### src/rtl/resmp_pkg.sv
// ============================================================================
// resmp_pkg - shared types and constants for the nearest sample resampler
// Register indexes, field widths, chunk geometry and the control and status
// bundles passed between the sequencer and the phase unit.
// ============================================================================
package resmp_pkg;

    // Field widths
    localparam int SAMPLE_W = 16;
    localparam int STEP_W   = 12;
    localparam int COUNT_W  = 24;
    localparam int PHASE_W  = 32;
    localparam int OFFSET_W = 10;
    localparam int CFG_W    = 24;
    localparam int CFG_IDX_W = 2;

    // Chunk geometry (power of two)
    localparam int CHUNK_SAMPLES = 1024;
    localparam int CHUNK_BITS    = $clog2(CHUNK_SAMPLES);

    // Results produced for one input word at most
    localparam int MAX_RESULTS = 64;
    localparam int RES_CNT_W   = $clog2(MAX_RESULTS + 1);

    // Configuration register indexes
    localparam logic [CFG_IDX_W-1:0] REG_PHASE_STEP   = 2'd0;
    localparam logic [CFG_IDX_W-1:0] REG_WIDE_SAMPLES = 2'd1;
    localparam logic [CFG_IDX_W-1:0] REG_OUTPUT_COUNT = 2'd2;

    // Reset values of the configuration registers
    localparam logic [STEP_W-1:0]  PHASE_STEP_RST   = 12'd256;
    localparam logic               WIDE_SAMPLES_RST = 1'b1;
    localparam logic [COUNT_W-1:0] OUTPUT_COUNT_RST = 24'd0;

    // Sequencer commands to the phase unit
    typedef struct packed {
        logic load;    // take a new input word
        logic clear;   // start of sound: zero phase and counters on load
        logic emit;    // produce one output and advance phase
        logic finish;  // advance the input index, word is done
    } resmp_ctrl_t;

    // Phase unit status to the sequencer
    typedef struct packed {
        logic more;    // an output is pending for the current input index
    } resmp_stat_t;

endpackage

### src/rtl/nearest_sample_resampler.sv
// ============================================================================
// nearest_sample_resampler - nearest-neighbour audio resampler, 4.8 step
// Top level: configuration registers, sequencer, phase unit, output register.
// ============================================================================
// An input word is accepted, then makes k outputs (at most 64), each through
// the shared compare and phase add step, and is then retired. An output
// waits in a single output register, so a stalled output side holds the step
// loop; s_axis_tready is low while a word is in work. Output k takes input
// floor(k * phase_step / 256), or a later word if the per-word limit is hit;
// tuser on the input restarts the sound.
// Configuration must be written only while no word is in work.
module nearest_sample_resampler import resmp_pkg::*; (
    input  logic                 aclk,
    input  logic                 aresetn,
    // Configuration write port
    input  logic                 cfg_wr_en,
    input  logic [CFG_IDX_W-1:0] cfg_index,
    input  logic [CFG_W-1:0]     cfg_data,
    // Input stream
    input  logic                 s_axis_tvalid,
    output logic                 s_axis_tready,
    input  logic [15:0]          s_axis_tdata,   // [15:0] raw_sample
    input  logic                 s_axis_tuser,   // [0] start_of_sound
    // Output stream
    output logic                 m_axis_tvalid,
    input  logic                 m_axis_tready,
    output logic [31:0]          m_axis_tdata,   // [15:0] out_sample,
                                                 // [25:16] chunk_offset, [31:26] zero
    output logic                 m_axis_tuser,   // [0] new_chunk
    output logic                 m_axis_tlast    // last_output
);

    logic [STEP_W-1:0]   phase_step_reg;
    logic                wide_samples_reg;
    logic [COUNT_W-1:0]  output_count_reg;

    resmp_ctrl_t         ctrl;
    resmp_stat_t         stat;
    logic                out_free;

    logic [SAMPLE_W-1:0] res_sample;
    logic [OFFSET_W-1:0] res_offset;
    logic                res_new_chunk;
    logic                res_last;

    logic                mvalid_reg;
    logic [SAMPLE_W-1:0] msample_reg;
    logic [OFFSET_W-1:0] moffset_reg;
    logic                mnew_reg;
    logic                mlast_reg;

    // Write configuration registers
    always_ff @(posedge aclk) begin
        if (!aresetn) begin
            phase_step_reg   <= PHASE_STEP_RST;
            wide_samples_reg <= WIDE_SAMPLES_RST;
            output_count_reg <= OUTPUT_COUNT_RST;
        end else if (cfg_wr_en) begin
            case (cfg_index)
                REG_PHASE_STEP:   phase_step_reg   <= cfg_data[STEP_W-1:0];
                REG_WIDE_SAMPLES: wide_samples_reg <= cfg_data[0];
                REG_OUTPUT_COUNT: output_count_reg <= cfg_data[COUNT_W-1:0];
                default: ;
            endcase
        end
    end

    assign out_free = !mvalid_reg || m_axis_tready;

    resmp_ctrl u_ctrl (
        .aclk     (aclk),
        .aresetn  (aresetn),
        .in_valid (s_axis_tvalid),
        .in_start (s_axis_tuser),
        .in_ready (s_axis_tready),
        .out_free (out_free),
        .stat     (stat),
        .ctrl     (ctrl)
    );

    resmp_core u_core (
        .aclk          (aclk),
        .aresetn       (aresetn),
        .ctrl          (ctrl),
        .raw_sample    (s_axis_tdata),
        .phase_step    (phase_step_reg),
        .wide_samples  (wide_samples_reg),
        .output_count  (output_count_reg),
        .stat          (stat),
        .res_sample    (res_sample),
        .res_offset    (res_offset),
        .res_new_chunk (res_new_chunk),
        .res_last      (res_last)
    );

    // Output register: load on emit, drop when the word is taken
    always_ff @(posedge aclk) begin
        if (!aresetn) begin
            mvalid_reg <= 1'b0;
        end else if (ctrl.emit) begin
            mvalid_reg <= 1'b1;
        end else if (m_axis_tready) begin
            mvalid_reg <= 1'b0;
        end
    end

    always_ff @(posedge aclk) begin
        if (ctrl.emit) begin
            msample_reg <= res_sample;
            moffset_reg <= res_offset;
            mnew_reg    <= res_new_chunk;
            mlast_reg   <= res_last;
        end
    end

    assign m_axis_tvalid = mvalid_reg;
    assign m_axis_tdata  = {6'b0, moffset_reg, msample_reg};
    assign m_axis_tuser  = mnew_reg;
    assign m_axis_tlast  = mlast_reg;

endmodule

### src/rtl/resmp_core.sv
// ============================================================================
// resmp_core - phase unit of the nearest sample resampler
// Holds the phase accumulator, input and output indexes and the current
// sample. One compare and add step runs per cycle under sequencer control, while the output register has room.
// ============================================================================
module resmp_core import resmp_pkg::*; (
    input  logic                 aclk,
    input  logic                 aresetn,
    input  resmp_ctrl_t          ctrl,
    input  logic [SAMPLE_W-1:0]  raw_sample,
    input  logic [STEP_W-1:0]    phase_step,
    input  logic                 wide_samples,
    input  logic [COUNT_W-1:0]   output_count,
    output resmp_stat_t          stat,
    output logic [SAMPLE_W-1:0]  res_sample,
    output logic [OFFSET_W-1:0]  res_offset,
    output logic                 res_new_chunk,
    output logic                 res_last
);

    logic [PHASE_W-1:0]    phase_reg, phase_next;
    logic [COUNT_W-1:0]    iidx_reg, iidx_next;
    logic [COUNT_W-1:0]    oidx_reg, oidx_next;
    logic [SAMPLE_W-1:0]   sample_reg;
    logic [SAMPLE_W-1:0]   conv_sample;
    logic [CHUNK_BITS-1:0] chunk_pos;

    // In 8-bit mode convert the byte format: flip the sign bit and move to the top byte
    assign conv_sample = wide_samples ? raw_sample
                                      : {~raw_sample[7], raw_sample[6:0], 8'h00};

    // Shared compare: count not reached and phase integer part at or below index
    assign stat.more = (oidx_reg < output_count) &&
                       (phase_reg[PHASE_W-1:8] <= iidx_reg);

    // Next state of the phase and both indexes
    always_comb begin
        phase_next = phase_reg;
        iidx_next  = iidx_reg;
        oidx_next  = oidx_reg;
        if (ctrl.load && ctrl.clear) begin
            phase_next = '0;
            iidx_next  = '0;
            oidx_next  = '0;
        end else if (ctrl.emit) begin
            phase_next = phase_reg + {{(PHASE_W-STEP_W){1'b0}}, phase_step};
            oidx_next  = oidx_reg + 1'b1;
        end else if (ctrl.finish) begin
            iidx_next = iidx_reg + 1'b1;
        end
    end

    always_ff @(posedge aclk) begin
        if (!aresetn) begin
            phase_reg <= '0;
            iidx_reg  <= '0;
            oidx_reg  <= '0;
        end else begin
            phase_reg <= phase_next;
            iidx_reg  <= iidx_next;
            oidx_reg  <= oidx_next;
        end
    end

    // Hold the converted sample for all outputs of this word
    always_ff @(posedge aclk) begin
        if (ctrl.load) begin
            sample_reg <= conv_sample;
        end
    end

    // Result fields for the output about to be emitted
    assign chunk_pos     = oidx_reg[CHUNK_BITS-1:0];
    assign res_sample    = sample_reg;
    assign res_offset    = OFFSET_W'(chunk_pos);
    assign res_new_chunk = (chunk_pos == '0);
    assign res_last      = ((oidx_reg + 1'b1) == output_count);

endmodule

### src/rtl/resmp_ctrl.sv
// ============================================================================
// resmp_ctrl - sequencer of the nearest sample resampler
// Accepts one input word, then steps the phase unit once per output until no
// output is pending or the per-word limit is hit, then retires the word.
// ============================================================================
module resmp_ctrl import resmp_pkg::*; (
    input  logic        aclk,
    input  logic        aresetn,
    input  logic        in_valid,
    input  logic        in_start,
    output logic        in_ready,
    input  logic        out_free,
    input  resmp_stat_t stat,
    output resmp_ctrl_t ctrl
);

    localparam logic ST_IDLE = 1'b0;
    localparam logic ST_RUN  = 1'b1;

    logic                 state_reg, state_next;
    logic [RES_CNT_W-1:0] nres_reg, nres_next;
    logic                 go;

    assign in_ready = (state_reg == ST_IDLE);

    // Another output is due for this word
    assign go = stat.more && (nres_reg < RES_CNT_W'(MAX_RESULTS));

    always_comb begin
        ctrl        = '0;
        state_next  = state_reg;
        nres_next   = nres_reg;
        case (state_reg)
            ST_IDLE: begin
                if (in_valid) begin
                    ctrl.load  = 1'b1;
                    ctrl.clear = in_start;
                    nres_next  = '0;
                    state_next = ST_RUN;
                end
            end
            ST_RUN: begin
                if (go) begin
                    // stall while the output register is still full
                    if (out_free) begin
                        ctrl.emit = 1'b1;
                        nres_next = nres_reg + 1'b1;
                    end
                end else begin
                    ctrl.finish = 1'b1;
                    state_next  = ST_IDLE;
                end
            end
            default: begin
                state_next = ST_IDLE;
            end
        endcase
    end

    always_ff @(posedge aclk) begin
        if (!aresetn) begin
            state_reg <= ST_IDLE;
            nres_reg  <= '0;
        end else begin
            state_reg <= state_next;
            nres_reg  <= nres_next;
        end
    end

endmodule

### config.mk
export PLATFORM = sky130hd
export DESIGN_NAME = nearest_sample_resampler
export DESIGN_NICKNAME = d
export VERILOG_FILES = /design/src/rtl/resmp_pkg.sv /design/src/rtl/nearest_sample_resampler.sv /design/src/rtl/resmp_core.sv /design/src/rtl/resmp_ctrl.sv
export SDC_FILE = /design/constraint.sdc
export NUM_CORES = 1
export LEC_CHECK = 0
export ABC_AREA = 1
export BUFFER_PORTS_ARGS = -buffer_cell sky130_fd_sc_hd__buf_4
export CAP_MARGIN = 20
export CORE_MARGIN = 2
export CORE_UTILIZATION = 58
export CTS_BUF_LIST = sky130_fd_sc_hd__clkbuf_8 sky130_fd_sc_hd__clkbuf_16
export CTS_CLUSTER_DIAMETER = 150
export DETAILED_ROUTE_END_ITERATION = 16
export PLACE_DENSITY = 0.78
export SYNTH_ARGS = -nofsm -noshare
export SYNTH_HDL_FRONTEND = slang
export SYNTH_HIERARCHICAL = 1
export SYNTH_SLANG_ARGS = --single-unit
### constraint.sdc
create_clock -name aclk -period 5 [get_ports aclk]
set_input_delay 0.25 -clock aclk [delete_from_list [all_inputs] [get_ports aclk]]
set_output_delay 0.25 -clock aclk [all_outputs]
set_load 0.03 [all_outputs]
---- Word-level counts from Yosys, hierarchy flattened ----
Cells that the tools add are included.
storage, ports and cells
  output and inout bits ................... 36
  bits in registers ....................... 170
  bits of input ports ..................... 48
  logic and storage cells ................. 62
operators by class
  multiplexer cells ....................... 16
  equal/unequal tests ..................... 6
  reduce and logical (&&, ||, !) cells .... 14
  $add $sub $neg .......................... 4
  magnitude comparators ................... 3
  bitwise logic cells ..................... 4
operators with widths
  kind                                                 count
  adder 24 x 1 -> 24 bit, second input constant        2
  adder 32 x 12 -> 32 bit                              1
  equality test 24 bit                                 1
  <= comparator 24 bit                                 1
  less-than comparator 24 bit                          1
  two-way mux 7 bit                                    3
  two-way mux 16 bit                                   1
  one-hot mux 7 bit (2 select lines)                   1
  logical NOT 10 bit                                   1
  AND reduction 2 bit                                  4
  adder 7 x 1 -> 7 bit, second input constant          1
  less-than comparator 7 bit, second input constant    1
  two-way mux 1 bit                                    7
  two-way mux 2 bit                                    3
  inequality test 2 bit, second input constant         3
  NOT 1 bit                                            4
  logical AND 1 bit                                    3
  AND reduction 3 bit                                  1
  equality test 2 x 1 -> 1 bit, second input constant  1
  equality test 2 bit, second input constant           1
  logical NOT 2 bit                                    1
  one-hot mux 1 bit (2 select lines)                   1
  nonzero test 2 bit                                   1
  OR reduction 2 bit                                   1
  other kinds (2)                                      2

---- Longest topological paths before layout ----
Gate-level depths: netlist (run 1).
  depth in word-level cells ............... 7
  depth in mapped cells ................... 23
  mapped depth without buffers ............ 23

---- Cells and area by module ----
The synthesis (run 1) kept the hierarchy.
modules (own cells, without submodules)
  module                    seq. area each (um^2)  cells an instance  area an instance (um^2)  instances
  resmp_core                2,082.0                1,093              7,185.6                  1
  nearest_sample_resampler  1,601.5                278                2,499.9                  1
  resmp_ctrl                160.2                  67                 449.2                    1

---- Worst setup path before layout (run 1) ----
No wires, ideal clock.
  path kind ............................... reg-to-reg
  start ................................... register output_count_reg[13]
  end ..................................... register u_core.phase_reg[28]
  library setup time ...................... 115 ps
  clock period less this slack ............ 3,566 ps
  path slack .............................. 1,434 ps
  required time ........................... 4,885 ps
  arrival ................................. 3,451 ps
  path buffers ............................ 1
  cell stages (with the launch flop) ...... 18
  cells stage by stage .................... dfxtp_1 > inv_1 > ha_1 > a21oi_1 > nor2_1 > o21ai_0 > nand2_1 > a21boi_0 > nand2_1 > a21oi_1 > nand3_1 > nor2_2 > clkbuf_1 > nand3_1 > nor4_1 > nand3_1 > nand2_1 > nor2_1
RTL lines
  what                      RTL line                        source
  start: declaration        nearest_sample_resampler.sv:35  logic [COUNT_W-1:0] output_count_reg;
  start signal: assignment  nearest_sample_resampler.sv:62  REG_OUTPUT_COUNT: output_count_reg <= cfg_data[COUNT_W-1:0];
  end signal: assignment    resmp_core.sv:59                phase_reg <= phase_next;
  end: declaration          resmp_core.sv:21                logic [PHASE_W-1:0] phase_reg, phase_next;

==> results.ini, run 1 <==
[worst_setup_path]
r2r_cells = 16
cp_max_fo = 78
path_buf_inv = 1
critPathSlowestCell = buf_4
r2r_start = u_core/oidx_reg[13]
cp_cell_sequence = ha_1, a21oi_1, nor2_1, o21ai_0, nand2_1, a21boi_0, nand2_1, a21oi_1, nand3_1, nor2_4, buf_4, nand3_1, nor4_1, nand3_1, nand2_1, nor2_1
end_kind = flop
crit_type = flop to flop
path_delay_family = simple AND/OR/NAND/NOR gates
required_ps = 5340
reg2reg_to = u_core/phase_reg[28]
arrival_ps = 4440
slowest_delay_ps = 700
reg2reg_setup_slack_ps = 900
crit_path_start_kind = flop
crit_start = u_core/oidx_reg[13]

[hold_path]
hp-start = cfg_data[20]
hold_end = output_count_reg[20]
hp-class = input pin to flop
hold-path-cell-count = 3

[place]
gp_congestion = 0.880
pre_cts_ws_ps = 1120
port_buffers = 77
dp_hpwl_um = 17300
placed_cells = 1700

[yosys]
ys_seq_area_share_pct = 37.9
synth_compound_area_share_pct = 9.91
syn_inst = 1438
ys.warnings.count = 6
synth-simple-area-share_pct = 31.6
synthAdderAreaFrac_pct = 8.10
synth_mux_area_share_pct = 0.778
syn_area_um2 = 10100
synthXorXnorAreaFrac_pct = 1.04
synth_top_family_by_area = simple AND/OR/NAND/NOR gates
avgSynthCellArea_um2 = 7.05
ys_ff_latch = 170
synthDistinctLibCells = 42

[timing]
skew_ps = 15.1
slew_violations = 0
worst_slack_ps = 901
fmax_mhz = 244
period_minus_slack_ps = 4100
period_share_pct = 82.0
final-hold-violation-count = 0
setup_violations = 0
grt_setup_unrepaired = no
max_slew_margin_pct = 37.9
fin_hold_ws_ps = 28.6
tns_ps = 0
worst_slew_pin_slew_ps = 930

[clock_tree]
post_cts_buffers = 0
cts_tree = done
hold_buffers = 0
cts_resized = 0
clk_pin_slew_ps = 80
htree_levels = 4
cts_buffer_depth = 2
clock_latency_ps = 440
cts_root_buf = clkbuf_16
numCtsBuffers = 17
clock_sinks = 170

[finish]
seq_area_um2 = 3840
multi_input_area_um2 = 5240
area_growth_pct = 11.9
layout-drive-gt1-share_pct = 11.1
fill_cells = 1532
final_cell_count_no_fill = 1732
finalNetCount = 1607
diodes = 0
largest_reg_flops = 32

[global_routing]
grt_start_max_net_pins = 79
grt_pass1_wl_um = 39000
overflow = 0
grt_pass1_vias = 8336
grt_use_total_pct = 26.6
antenna_found_initial = 0

[outcome]
outcome = finished clean

[floorplan]
ios = 84
die_w_um = 136
start_util_pct = 59.0
rows = 48
core-area_um2 = 17200
die_h_um = 136
die_area_um2 = 18500

[routing]
drc = 0
vias = 9158
vias_per_cell = 5.29
post_drt_wl_per_cell_um = 13.9
drt_pre_antenna_iters = 8
antenna_left = 0
drt-total-wl_um = 24200
dr.first_iter.drc_count = 660

[pwr]
leakagePower_nw = 5.28
p_total_mw = 4.71
ir_drop_mv = 0.330
p_per_area_nw_per_um2 = 415

[flow_run]
cap_violations = 0

-- cell usage after synthesis, drive strengths merged --
master	number	area, um^2
buf	33	216
or2	1	6.26
clkbuf	15	56.3
nor2	203	862
conb	1	3.75
ha	64	801
fa	1	20.0
o21a	6	45.0
edfxtp	44	1320
a21boi	2	15.0
nand4	26	169
nand3	110	571
o211ai	8	60.1
and2	1	6.26
o21ai	62	318
nor3b	2	15.0
xor2	9	78.8
nand2	360	1400
xnor2	3	26.3
a21oi	108	541
nand3b	1	7.51
nor3	19	105
o21bai	3	26.3
mux2	7	78.8
inv	214	803
dfxtp	126	2520
nor4	9	56.3
-- through the flow --
stage / utilization, % / area [um^2]
floorplan: - / 10200
global placement: 62.7 / 10800
detailed placement: 62.7 / 10800
CTS: 66.0 / 11300
global route: 66.0 / 11300
finish: 66.0 / 11300
-- worst max path at each step --
stage | cells after the start | slack [ps] | to
after floorplan | 17 | 1430 | u_core/phase_reg[28]
after global placement | 17 | 1250 | u_core/phase_reg[28]
after detailed placement | 17 | 1120 | u_core/phase_reg[28]
after CTS | 17 | 1060 | u_core/phase_reg[28]
after global routing | 17 | 660 | u_core/phase_reg[28]
final | 16 | 900 | u_core/phase_reg[28]
-- report_power, final --
| group | total [mW] | switching, mW | leakage [nW] | internal, mW |
|---|---|---|---|---|
| Sequential | 1.84 | 0.172 | 1.44 | 1.67 |
| Combinational | 1.58 | 1.04 | 3.57 | 0.536 |
| Clock | 1.29 | 0.627 | 0.279 | 0.665 |
| Total | 4.71 | 1.84 | 5.28 | 2.87 |
-- per-layer routing --
| metal | routed length [um] | global-route usage [%] | up-vias |
|---|---|---|---|
| met5 | 0 | 0 | - |
| met4 | 735 | 9.61 | 0 |
| met3 | 1340 | 5.18 | 48 |
| met2 | 12000 | 47.4 | 285 |
| met1 | 10100 | 31.7 | 4096 |
| li1 | - | - | 4729 |
-- layout make-up --
class                           instances  share of cell area, %
Timing Repair Buffer                   80                   5.30
Inverter                              214                   7.08
Multi-Input combinational cell       1011                   46.2
Tap cell                              225                   2.48
Clock inverter                         15                   1.30
Sequential cell                       170                   33.9
Clock buffer                           17                   3.75
-- kinds of logic after synthesis --
family | after synthesis
mux | 7
flops | 170
simple gates | 732
compound gates | 189
buf+inv | 262
other cells | 1
xor+xnor | 12
fa+ha+maj | 65
-- layout by cell type (no fill, tap or decap), types with 8 or more instances in the layout --
cell type    n
nand2_1    345
inv_1      205
nor2_1     189
dfxtp_1    126
a21oi_1    108
nand3_1    106
buf_4       80
ha_1        64
o21ai_0     58
edfxtp_1    44
nand4_1     25
clkbuf_16   17
nor3_1      17
nand2_2     12
nor4_1       9
xor2_1       9
inv_2        8
o211ai_1     8
-- tightest hold or removal path, stage by stage --
cell and delay, ps:
buf_4 80, nor2_1 30, nor2_1 80
Power figures use the tool's default switching activity.
==> run 2, diff against run 1 <==
- CORE_UTILIZATION: 58 -> 55
- PLACE_DENSITY: 0.78 -> 0.77
- clock period: 5 -> 3.4 ns (I/O delays scaled with it)
==> run 2 against run 1 <==
Against the previous run: clock power increased by 47%; final area increased by 3.4%; fmax up 33%; critical path type unchanged; largest cell class unchanged; largest power group unchanged; highest routed layer unchanged.
==> results.ini, run 2 (synthesis gave the netlist of run 1 again) <==
[outcome]
outcome = finished clean

[timing]
period_minus_slack_ps = 3080  ; -1020 ps
fmax_mhz = 325  ; +33%
final-hold-violation-count = 0  ; unchanged
skew_ps = 10.3  ; -4.79 ps
slew_violations = 0  ; unchanged
max_slew_margin_pct = 43.1  ; +5.2 points
period_share_pct = 90.5  ; +8.5 points
setup_violations = 0  ; unchanged
worst_slew_pin_slew_ps = 852  ; -78.4 ps

[routing]
post_drt_wl_per_cell_um = 14.2  ; +1.9%
vias = 9352  ; +2.1%
antenna_left = 0  ; unchanged
drt_pre_antenna_iters = 7  ; -1
vias_per_cell = 5.27  ; -0.24%
dr.first_iter.drc_count = 610  ; -7.6%
drc = 0  ; unchanged
drt-total-wl_um = 25200  ; +4.4%

[flow_run]
cap_violations = 0  ; unchanged

[place]
dp_hpwl_um = 17700  ; +2.0%
gp_congestion = 0.921  ; +4.7%
port_buffers = 77  ; unchanged
placed_cells = 1717  ; +1.0%
dpl-instance-area_um2 = 10900  ; +1.1%

[clock_tree]
clock_sinks = 170  ; unchanged
cts_tree = done
clk_pin_slew_ps = 70  ; about the same
cts_root_buf = clkbuf_16
cts_buffer_depth = 2  ; unchanged
htree_levels = 4  ; unchanged
numCtsBuffers = 17  ; unchanged
clock_latency_ps = 430  ; about the same

[pwr]
p_comb_share_pct = 35.9  ; +2.4 points
cellInternalPower_mw = 4.34  ; +51%
ir_drop_mv = 0.450  ; +36%
power_frac_seq_pct = 37.5  ; -1.5 points
leakagePower_nw = 5.47  ; +3.5%
p_per_area_nw_per_um2 = 608  ; +46%
swShare_pct = 39.1  ; about the same
power_switching_mw = 2.78  ; +51%
p_clk_share_pct = 26.6  ; -0.9 points

[finish]
largest_reg_flops = 32  ; unchanged
fill_cells = 1576  ; +2.9%
utilization_pct = 65.1  ; -0.96 points
diodes = 0  ; unchanged
multi_input_area_um2 = 5270  ; +0.50%
final_area_um2 = 11700  ; +3.4%
layout-drive-gt1-share_pct = 12.2  ; +1.2 points
area_growth_pct = 15.7
mostFrequentLayoutCells = 345 x nand2_1, 206 x inv_1, 185 x nor2_1, 126 x dfxtp_1, 107 x a21oi_1
final_common_cell = nand2_1
seq_area_um2 = 3840  ; unchanged
final_cell_count_no_fill = 1773  ; +2.4%
finalNetCount = 1644  ; +2.3%

[floorplan]
die_w_um = 140  ; +2.6%
die_area_um2 = 19500  ; +5.3%
start_util_pct = 56.2  ; -2.8 points
die_h_um = 140  ; +2.6%
core-area_um2 = 18000  ; +4.9%
rows = 49  ; +2.1%
ios = 84  ; unchanged

[global_routing]
grt_use_total_pct = 25.3  ; -1.2 points
grt_pass1_vias = 8631  ; +3.5%
overflow = 0  ; unchanged
grt_start_max_net_pins = 79  ; unchanged
antenna_found_initial = 0  ; unchanged
grt_pass1_wl_um = 40200  ; +3.1%

[worst_setup_path]
critPathSlowestCell = dfxtp_1
cp_common_cell = nand2_1
cp_cell_sequence = inv_1, ha_1, a21oi_1, o21ai_0, a21oi_1, a21boi_0, nand2_1, a21oi_2, nand3_1, nor2_4, clkbuf_16, nand3_1, nor4_1, nand2_1, nand2_1, nand2_1, nor2_1
end_kind = flop
crit_type = flop to flop
required_ps = 3770  ; -1570 ps
slowest_delay_ps = 350  ; -350 ps
cp_max_fo = 20  ; -74%
crit_path_start_kind = flop
reg2reg_setup_slack_ps = 320  ; -580 ps
arrival_ps = 3450  ; -990 ps

[hold_path]
hp-class = input pin to flop

run 2: cell types whose count changed in the layout (fill, tap and decap cells not counted), moves of 2 or more:
cell / change
buf_6: +2
buf_4: +13
dlygate4sd3_1: +21
nor2_2: +4
nor4_2: +2
nor2_1: -4
nor4_1: -2
inv_6: +3
run 2: worst max-delay path: cells and delay by family, from the launching register on:
kind / cells / cell delay [ps]
AND/OR/NAND/NOR: 9 / 1230
AO/OA/AOI/OAI: 5 / 800
flip-flops: 1 / 350
adder cells (fa/ha/maj): 1 / 320
buffers and inverters: 2 / 290
run 2: cell type report:
type | instances | share of cell area [%]
Multi-Input combinational cell | 1011 | 44.9
Sequential cell | 170 | 32.8
Timing Repair Buffer | 117 | 8.15
Inverter | 214 | 6.87
Clock buffer | 17 | 3.63
Tap cell | 229 | 2.44
Clock inverter | 15 | 1.24
run 2: metal layers:
layer  track usage [%]  routed length [um]  up-vias
met5                 0                   0        -
met4              8.84                 639        0
met3              4.54                1240       48
met2              45.3               12600      263
met1              30.6               10700     4239
li1                  -                   -     4802
run 2: worst paths after layout:
check                  startpoint              endpoint  depth (start not counted)
min               s_axis_tdata[0]  u_core/res_sample[0]                          3
min reg2reg  u_core/res_sample[3]        msample_reg[3]                          0
max reg2reg  output_count_reg[19]  u_core/phase_reg[30]                         17
max          output_count_reg[19]  u_core/phase_reg[30]                         17
run 2: what timing repair did:
item | in CTS | in global routing
gates resized for setup | 0 | 9
hold endpoints to repair | 19 | 2
endpoints found under the setup margin | 0 | 11
hold buffers | 19 | 2
setup buffers | 0 | 1
run 2: stage by stage:
stage	setup TNS (ps)	power, mW	worst slack (ps)	hold slack (ps)
global route	-6.14	7.56	-6.14	3.75
global placement	0	5.04	168	395
CTS	0	7.02	60.9	2.80
finish	0	7.12	322	17.7
floorplan	0	4.42	153	302
detailed placement	0	5.10	70.5	400
run 2: power by group through the flow:
| stage | clock network [mW] | registers [mW] | logic, mW |
|---|---|---|---|
| 4_1_cts | 1.92 | 2.67 | 2.43 |
| 6_report | 1.90 | 2.67 | 2.56 |
| 3_3_place_gp | 0 | 2.70 | 2.34 |
| 3_5_place_dp | 0 | 2.71 | 2.39 |
| 2_1_floorplan | 0 | 2.87 | 1.55 |
| 5_1_grt | 2.02 | 2.70 | 2.83 |
==> run 3, diff against run 2 <==
- CTS_BUF_LIST: sky130_fd_sc_hd__clkbuf_8 sky130_fd_sc_hd__clkbuf_16 -> default
- RECOVER_POWER: default -> 50
==> run 3 against run 2 <==
Against the previous run: sequential cell count unchanged; wire length hardly changed; clock skew about the same; the flow now finishes with violations (max-capacitance violations, max-slew violations); global-route usage unchanged; final area fell by 1.2%; utilization is 0.81 points lower; worst hold slack lost 6.3 ps; fmax fell by 0.16%.
==> results.ini, run 3 (synthesis gave the netlist of run 1 again) <==
[floorplan]
ios = 84  ; unchanged
rows = 49  ; unchanged
die_h_um = 140  ; unchanged
start_util_pct = 56.2  ; unchanged
core-area_um2 = 18000  ; unchanged
die_w_um = 140  ; unchanged
die_area_um2 = 19500  ; unchanged

[hold_path]
hp-class = input pin to flop
hp-start = cfg_data[13]

[finish]
area_growth_pct = 14.3
utilization_pct = 64.3  ; -0.81 points
diodes = 0  ; unchanged
seq_area_um2 = 3840  ; unchanged
largest_reg_flops = 32  ; unchanged
final_cell_count_no_fill = 1773  ; unchanged
finalNetCount = 1644  ; unchanged
multi_input_area_um2 = 5260  ; -0.19%
layout-drive-gt1-share_pct = 9.72  ; -2.5 points
final_common_cell = nand2_1
mostFrequentLayoutCells = 346 x nand2_1, 207 x inv_1, 186 x nor2_1, 126 x dfxtp_1, 107 x a21oi_1
fill_cells = 1628  ; +3.3%

[worst_setup_path]
crit_type = flop to flop
arrival_ps = 3450  ; about the same
critPathSlowestCell = dfxtp_1
end_kind = flop
cp_common_cell = nand2_1
r2r_start = output_count_reg[19]
crit_path_start_kind = flop
crit_start = output_count_reg[19]
cp_max_fo = 20  ; unchanged
cp_cell_sequence = inv_1, ha_1, a21oi_1, o21ai_0, a21oi_1, a21boi_0, nand2_1, a21oi_2, nand3_1, nor2_4, clkbuf_16, nand3_1, nor4_1, nand2_1, nand2_1, nand2_1, nor2_1
path_buf_inv = 2  ; unchanged
required_ps = 3770  ; about the same
path_delay_family = simple AND/OR/NAND/NOR gates
slowest_delay_ps = 350  ; about the same

[timing]
final-hold-violation-count = 0  ; unchanged
period_share_pct = 90.7  ; +0.15 points
skew_ps = 10.1  ; -0.164 ps
tns_ps = 0  ; unchanged
worst_slew_pin_slew_ps = 2000  ; +1150 ps
period_minus_slack_ps = 3080  ; +4.96 ps
max_slew_margin_pct = -33.3  ; -76 points
slew_violations = 49  ; +49
fmax_mhz = 324  ; -0.16%
setup_violations = 0  ; unchanged

[routing]
drc = 0  ; unchanged
drt_pre_antenna_iters = 6  ; -1
vias = 9336  ; -0.17%
dr.first_iter.drc_count = 643  ; +5.4%
post_drt_wl_per_cell_um = 14.2  ; about the same
drt-total-wl_um = 25200  ; about the same
antenna_left = 0  ; unchanged
vias_per_cell = 5.27  ; -0.17%

[place]
gp_congestion = 0.921  ; unchanged
dp_hpwl_um = 17700  ; unchanged
placed_cells = 1717  ; unchanged
port_buffers = 77  ; unchanged

[clock_tree]
clk_pin_slew_ps = 70  ; about the same
clock_sinks = 170  ; unchanged
clock_latency_ps = 430  ; about the same
cts_tree = done
numCtsBuffers = 17  ; unchanged
cts_root_buf = clkbuf_16
cts_buffer_depth = 2  ; unchanged
htree_levels = 4  ; unchanged

[pwr]
p_per_area_nw_per_um2 = 607  ; about the same
ir_drop_mv = 0.415  ; -7.8%
leakagePower_nw = 5.33  ; -2.5%

[flow_run]
cap_violations = 1  ; +1

[global_routing]
grt_pass1_wl_um = 40200  ; unchanged
grt_pass1_vias = 8631  ; unchanged
grt_start_max_net_pins = 79  ; unchanged
antenna_found_initial = 0  ; unchanged
overflow = 0  ; unchanged
grt_use_total_pct = 25.3  ; unchanged

[outcome]
violations = max-capacitance violations, max-slew violations
outcome = finished, violations left

run 3: cell types whose count changed in the layout (fill, tap and decap cells not counted):
cell and change:
buf_4 -36, clkbuf_1 +36, inv_1 +1, inv_2 -1, nand2_1 +1, nand2_4 -1
nor2_1 +1, nor2_2 -1
run 3: repair_timing:
item                                    CTS  global route
endpoints found under the setup margin    0            11
hold buffers                             19             2
buffers inserted                          0             1
endpoints found under the hold margin    19             2
gates resized for setup                   0             9
run 3: through the flow:
step / hold slack [ps] / cell area, um^2 / power, mW / worst slack (ps)
after floorplan: 302 / 10200 / 4.42 / 153
after global placement: 395 / 10900 / 5.04 / 168
after detailed placement: 400 / 10900 / 5.10 / 70.5
after CTS: 2.80 / 11600 / 7.02 / 60.9
after global routing: 3.75 / 11600 / 7.46 / -6.13
final: 11.4 / 11600 / 7.04 / 317
run 3: layout make-up:
class                   count  area share, %
flip-flops and latches    170           33.2
repair buffers            117           7.09
clock inverters            15           1.25
multi-input cells        1011           45.4
inverters                 214           6.96
well taps                 229           2.47
clock buffers              17           3.67
run 3: metal layers:
metal / GRT usage (%) / share of wire, %
met1: 30.6 / 43
met2: 45.3 / 50
met3: 4.54 / 5.0
met4: 8.84 / 2.3
met5: 0 / 0
run 3: worst reg2reg max path, cell delays in order, from the launching register on:
cell and delay (ps):
dfxtp_1 350, inv_1 70, ha_1 320, a21oi_1 150, o21ai_0 90, a21oi_1 180
a21boi_0 200, nand2_1 130, a21oi_2 180, nand3_1 160, nor2_4 200, clkbuf_16 220
nand3_1 140, nor4_1 290, nand2_1 110, nand2_1 80, nand2_1 40, nor2_1 100
run 3: final timing paths:
path / endpoint / slack [ps] / cells after the start
worst max-delay path: u_core/phase_reg[30] / 320 / 17
worst min-delay path: output_count_reg[13] / 10 / 3
worst max register to register: u_core/phase_reg[30] / 320 / 17
worst min register to register: msample_reg[3] / 420 / 0
run 3: where the power goes:
part           switching (mW)  internal, mW
sequential              0.219          2.45
clock                   0.917         0.979
combinational            1.65         0.827
total                    2.78          4.25
